`config.mk`:
```
export PLATFORM = sky130hd
export DESIGN_NAME = iscv_state
export DESIGN_NICKNAME = d
export VERILOG_FILES = /design/src/design/iscv_pkg.sv /design/src/design/iscv_state.sv
export SDC_FILE = /design/constraint.sdc
export NUM_CORES = 1
export LEC_CHECK = 0
export BUFFER_PORTS_ARGS = -buffer_cell sky130_fd_sc_hd__clkbuf_2
export CORE_ASPECT_RATIO = 2
export CORE_MARGIN = 5
export CORE_UTILIZATION = 40
export CTS_CLUSTER_SIZE = 10
export DETAILED_ROUTE_END_ITERATION = 12
export PLACE_DENSITY = 0.7
export SYNTH_ARGS = -nofsm -noshare
export SYNTH_HDL_FRONTEND = slang
export SYNTH_SLANG_ARGS = --single-unit
```
`constraint.sdc`:
```
create_clock -name clk -period 6.9 [get_ports clk]
set_clock_uncertainty 0.2 [all_clocks]
set_input_delay 1.38 -clock clk [delete_from_list [all_inputs] [get_ports clk]]
set_output_delay 1.38 -clock clk [all_outputs]
set_load 0.1 [all_outputs]
```
`src/design/iscv_pkg.sv`:
```
// Shared types, command codes and size defaults for the ISI channel convolver.
`timescale 1ns / 1ps

package iscv_pkg;

  // Default sizes of the channel model.
  localparam int DEF_SYMBOLS      = 4;
  localparam int DEF_TAPS         = 4;
  localparam int DEF_SAMPLE_WIDTH = 16;

  // Fixed field widths of the words on the ports.
  localparam int CMD_W   = 2;
  localparam int INDEX_W = 6;
  localparam int VALUE_W = 16;
  localparam int OUT_W   = 34;

  // Command codes carried by an input word.
  typedef enum logic [CMD_W-1:0] {
    CMD_SYMBOL = 2'd0,
    CMD_TABLE  = 2'd1,
    CMD_TAP    = 2'd2,
    CMD_HIST   = 2'd3
  } iscv_cmd_t;

  // Decoded strobes for an accepted input word.
  typedef struct packed {
    logic sym_acc;
    logic tbl_we;
    logic tap_we;
    logic hist_we;
  } iscv_ctl_t;

endpackage

```
`src/design/iscv_state.sv`:
```
// Constellation table, channel taps, symbol history and per-tap symbol lookup.
`timescale 1ns / 1ps

module iscv_state import iscv_pkg::*; #(
  parameter int SYMBOLS      = DEF_SYMBOLS,
  parameter int TAPS         = DEF_TAPS,
  parameter int SAMPLE_WIDTH = DEF_SAMPLE_WIDTH
) (
  input  logic                           clk,
  input  logic                           rst_n,
  input  iscv_ctl_t                      ctl,
  input  logic        [INDEX_W-1:0]      in_index,
  input  logic signed [VALUE_W-1:0]      in_value_re,
  input  logic signed [VALUE_W-1:0]      in_value_im,
  output logic signed [SAMPLE_WIDTH-1:0] smp_re [TAPS],
  output logic signed [SAMPLE_WIDTH-1:0] smp_im [TAPS],
  output logic signed [SAMPLE_WIDTH-1:0] tap_re [TAPS],
  output logic signed [SAMPLE_WIDTH-1:0] tap_im [TAPS]
);

  // Bits per symbol group is floor(log2(SYMBOLS)).
  localparam int B      = $clog2(SYMBOLS + 1) - 1;
  localparam int IDX_W  = $clog2(SYMBOLS);
  localparam int HIST_W = B * (TAPS - 1);
  localparam int E_W    = B * TAPS;
  localparam logic [B-1:0] SYM_MASK_B = B'(SYMBOLS - 1);

  logic signed [SAMPLE_WIDTH-1:0] con_re_r [SYMBOLS];
  logic signed [SAMPLE_WIDTH-1:0] con_im_r [SYMBOLS];
  logic signed [SAMPLE_WIDTH-1:0] tap_re_r [TAPS];
  logic signed [SAMPLE_WIDTH-1:0] tap_im_r [TAPS];
  logic [B-1:0]   sym_b;
  logic [E_W-1:0] e_w;

  // Sign-extend or trim a 16-bit value to the sample width.
  function automatic logic signed [SAMPLE_WIDTH-1:0] to_smp(input logic [VALUE_W-1:0] v);
    return SAMPLE_WIDTH'($signed(v));
  endfunction

  // Constellation entries; writes beyond the table are dropped by the decode.
  always_ff @(posedge clk) begin
    if (!rst_n) begin
      for (int i = 0; i < SYMBOLS; i++) begin
        con_re_r[i] <= '0;
        con_im_r[i] <= '0;
      end
    end else begin
      for (int i = 0; i < SYMBOLS; i++) begin
        if (ctl.tbl_we && (in_index == INDEX_W'(i))) begin
          con_re_r[i] <= to_smp(in_value_re);
          con_im_r[i] <= to_smp(in_value_im);
        end
      end
    end
  end

  // Channel taps; writes beyond the last tap are dropped by the decode.
  always_ff @(posedge clk) begin
    if (!rst_n) begin
      for (int i = 0; i < TAPS; i++) begin
        tap_re_r[i] <= '0;
        tap_im_r[i] <= '0;
      end
    end else begin
      for (int i = 0; i < TAPS; i++) begin
        if (ctl.tap_we && (in_index == INDEX_W'(i))) begin
          tap_re_r[i] <= to_smp(in_value_re);
          tap_im_r[i] <= to_smp(in_value_im);
        end
      end
    end
  end

  // The new symbol keeps only its low group bits under the symbol mask.
  assign sym_b = in_index[B-1:0] & SYM_MASK_B;

  // History of past symbols, oldest in the low group; the new symbol goes on top.
  if (TAPS > 1) begin : g_hist
    logic [HIST_W-1:0] hist_r;

    assign e_w = {sym_b, hist_r};

    always_ff @(posedge clk) begin
      if (!rst_n) begin
        hist_r <= '0;
      end else if (ctl.hist_we) begin
        hist_r <= HIST_W'(in_index);
      end else if (ctl.sym_acc) begin
        hist_r <= e_w[E_W-1:B];
      end
    end
  end else begin : g_nohist
    assign e_w = sym_b;
  end

  // Tap k maps the symbol in group TAPS-1-k through the constellation.
  for (genvar k = 0; k < TAPS; k++) begin : g_lookup
    logic [B-1:0]     grp;
    logic [IDX_W-1:0] sel;

    assign grp       = e_w[(TAPS-1-k)*B +: B] & SYM_MASK_B;
    assign sel       = IDX_W'(grp);
    assign smp_re[k] = con_re_r[sel];
    assign smp_im[k] = con_im_r[sel];
    assign tap_re[k] = tap_re_r[k];
    assign tap_im[k] = tap_im_r[k];
  end

endmodule

```
After elaboration in Yosys (flattened, before gate mapping)
Memories as Yosys holds them, arrays and structs flattened. A register that Yosys moved wholly into a read port is not among the register bits. Index checks and enable logic that the tools add are counted. W data, S select, Z words.

Register bits: 6. RAM bits: 256. Input port bits: 44. Memories: 4.

Eq/ne operators: 3. Muxes and demuxes: 55. Bitwise logic cells: 16. Reduce and logical (&&, ||, !) cells: 10.

Memory list: con_im_r (words 4, bits a word 16, rd ports 4, clocked after memory_dff 3, wr ports 4, RTL line iscv_state.sv:29) `logic signed [SAMPLE_WIDTH-1:0] con_im_r [SYMBOLS];`; con_re_r (words 4, bits a word 16, rd ports 4, clocked after memory_dff 3, wr ports 4, RTL line iscv_state.sv:28) `logic signed [SAMPLE_WIDTH-1:0] con_re_r [SYMBOLS];`; tap_im_r (words 4, bits a word 16, rd ports 4, clocked after memory_dff 0, wr ports 4, RTL line iscv_state.sv:31) `logic signed [SAMPLE_WIDTH-1:0] tap_im_r [TAPS];`; tap_re_r (words 4, bits a word 16, rd ports 4, clocked after memory_dff 0, wr ports 4, RTL line iscv_state.sv:30) `logic signed [SAMPLE_WIDTH-1:0] tap_re_r [TAPS];`.

Operators with widths (count): $mux W16 (16); $mux W1 (25); $mux W2 (12); $or A1 B1 Y1 (16); $eq A6 B2 Y1 const B (2); $mux W6 (2); $logic_and A1 B1 Y1 (8); $eq A6 B1 Y1 const B (1); $logic_not A6 Y1 (1); $reduce_bool A2 Y1 (1).

Longest topological paths before layout
Depth in word-level cells: 6. Gate-level depth with buffers: 6. Gate-level depth less buffers: 2.

Least setup slack after synthesis
OpenSTA, ideal clock, no wires.

Path type: input-to-reg. Start point: input in_index[1]. End point: memory con_im_r[0][0] (netlist bit), enable pin. Setup time: 0.466 ns. Arrival time: 4.686 ns. Required time: 6.234 ns. Slack: 1.548 ns. Stages: 6. Path buffers: 4. Path through: buf_4 or4_1 buf_2 buf_6 buf_6 o21ai_0.

RTL lines: start: declaration (RTL line iscv_state.sv:12) `input logic [INDEX_W-1:0] in_index,`; end: declaration (RTL line iscv_state.sv:29).

==> impl_metrics.json <==
{
  "gp_congestion": 0.837,
  "die_area_mm2": 0.0372,
  "hp-start": "g_hist.hist_r[1]",
  "ant_nets": 0,
  "antenna_found_initial": 3,
  "required_ps": 5320,
  "tritoncts": "built",
  "worstPathArrival_ps": 3370,
  "fill_cells": 2859,
  "post_cts_resize_count": 0,
  "drtPass1Iterations": 6,
  "row_count": 94,
  "postCtsHoldBufs": 0,
  "powerDensity_mw_per_mm2": 307,
  "core_area_mm2": 0.0328,
  "startpoint_type": "input port",
  "cap_viol_max_count": 0,
  "syn_avg_cell_area_um2": 15.5,
  "slew_violations": 0,
  "worstPathMaxFanout": 22,
  "clk_pin_slew_ps": 60,
  "final_util_pct": 48.2,
  "finalWirelength_mm": 39.0,
  "fin_hold_ws_ps": 407,
  "min_period_ps": 4950,
  "grt_pass1_wl_mm": 58.2,
  "die_w_um": 139,
  "clock_latency_ps": 540,
  "post-route-period-util_pct": 71.8,
  "p_leak_nw": 5.25,
  "ir_drop_mv": 0.226,
  "timing.reg2reg.setup_slack_ps": 5790,
  "clock_path_buffers": 3,
  "crit_type": "in2out",
  "post-cts-setup-buffers": 0,
  "io-pin-count": 300,
  "finalSetupTns_ps": 0,
  "min_delay_path_depth": 2,
  "dpl_cell_area_mm2": 0.0150,
  "worstMarginPinSlew_ps": 1240,
  "die_h_um": 268,
  "areaGrowthSynthToFinish_pct": 19.0,
  "hp-class": "reg2reg",
  "cts_max_level": 1,
  "synth_edf_count": 256,
  "synth_area_mm2": 0.0133,
  "seq_area_frac_synth_pct": 59.7,
  "status": "finished, final reports clean",
  "netlist_instances": 856,
  "fmax_mhz": 202,
  "fin_area_mm2": 0.0158,
  "hold_viol": 0,
  "final_common_cell": "clkbuf_2",
  "final_cell_mix": "clkbuf_2, edfxtp_1, nor3_1",
  "first_global_vias": 9369,
  "cts_buffers": 30,
  "worstReg2RegStart": "g_hist.hist_r[2]",
  "rsz0062_at_grt": "no",
  "worstSetupEndpointType": "output port",
  "nNetsFinal": 1136,
  "via_per_inst": 5.87,
  "slew_headroom_pct": 17.4,
  "port_buffers": 299,
  "drc": 0,
  "synth_cell_types": 20,
  "drt_iter0_drc": 655,
  "initial_core_util_pct": 40.5,
  "ys_seq_elements": 268,
  "grtUsageTotal_pct": 20.3,
  "drive_above_1_share_pct": 45.7,
  "cts_sinks": 268,
  "root_buffer": "clkbuf_16",
  "overflow": 0,
  "async_flop_share_pct": 0,
  "setup_viol": 0,
  "synth_warnings": 0,
  "min_delay_worst_endpoint": "g_hist.hist_r[1]",
  "dp_hpwl_mm": 27.2,
  "syn-num-nets": 900,
  "grt_max_degree": 84,
  "wire_per_inst_um": 25.3,
  "route.vias.total": 9031,
  "reg2regPathDepth": 2,
  "ys.flop_type": "edfxtp_1"
}
[critical path, stage by stage]
cell	delay, ps
buf_2	460
buf_4	520
mux4_2	570
clkbuf_2	390
[cell usage after synthesis (all sizes together) (2+ instances only)]
library cell / count / area [um^2]
dfxtp: 12 / 240
buf: 42 / 313
mux2: 6 / 67.6
or3b: 2 / 17.5
clkbuf: 64 / 240
nor3: 256 / 1330
o21ai: 8 / 40.0
mux4: 128 / 2880
edfxtp: 256 / 7690
o211a: 6 / 60.1
nand3b: 2 / 15.0
nand3: 64 / 320
nand2b: 7 / 43.8
[cell type report]
type	count	area, um^2	area share (%)
antenna	2	5.00	0.0317
clock buffer	45	828	5.24
multi-input combinational	482	4910	31.1
sequential	268	7940	50.2
tap	432	541	3.42
timing repair buffer	310	1580	10.0
[metal layers]
| metal | share of wire [%] | GRT usage (%) | wire, um |
|---|---|---|---|
| met1 | 33 | 21.9 | 12800 |
| met2 | 55 | 37.7 | 21400 |
| met3 | 7.0 | 4.09 | 2730 |
| met4 | 5.2 | 10.1 | 2010 |
| met5 | 0.033 | 0 | 13 |
[where the power goes]
group          switching [W]  total [W]  internal (W)  leakage [nW]
registers          0.0000825    0.00195       0.00187          2.54
logic                0.00124    0.00149      0.000248          2.32
clock network       0.000599    0.00141      0.000811         0.399
total                0.00193    0.00486       0.00293          5.25
[through the flow]
stage | instances | power (W) | worst slack (ps)
2_1_floorplan | 856 | 0.00325 | 1550
3_3_place_gp | 1492 | 0.00348 | 1970
6_report | 1539 | 0.00486 | 1950
3_5_place_dp | 1492 | 0.00349 | 1920
5_1_grt | 1539 | 0.00499 | 1830
4_1_cts | 1537 | 0.00489 | 1920
[registers in the layout, summed over array words and instances, names as in the netlist, named ones only]
name	flops
con_re_r	64
con_im_r	64
g_hist.hist_r	6
tap_re_r	64
tap_im_r	64
[how the worst max path moves through the flow]
stage,startpoint,end,slack [ps]
3_3_place_gp,in_index[0],smp_im[55],1970
2_1_floorplan,in_index[1],con_im_r[0][0],1550
5_1_grt,in_index[0],smp_im[53],1830
3_5_place_dp,in_index[0],smp_im[53],1920
4_1_cts,in_index[0],smp_im[53],1920
6_report,in_index[0],smp_im[51],1950
[cell families after synthesis]
group	share of synthesized area, %
AO/OA/AOI/OAI	0.754
AND/OR/NAND/NOR	13.2
flip-flops	59.7
multiplexers	22.2
buffers and inverters	4.16
Note: power is estimated with default switching activity, not from simulation.
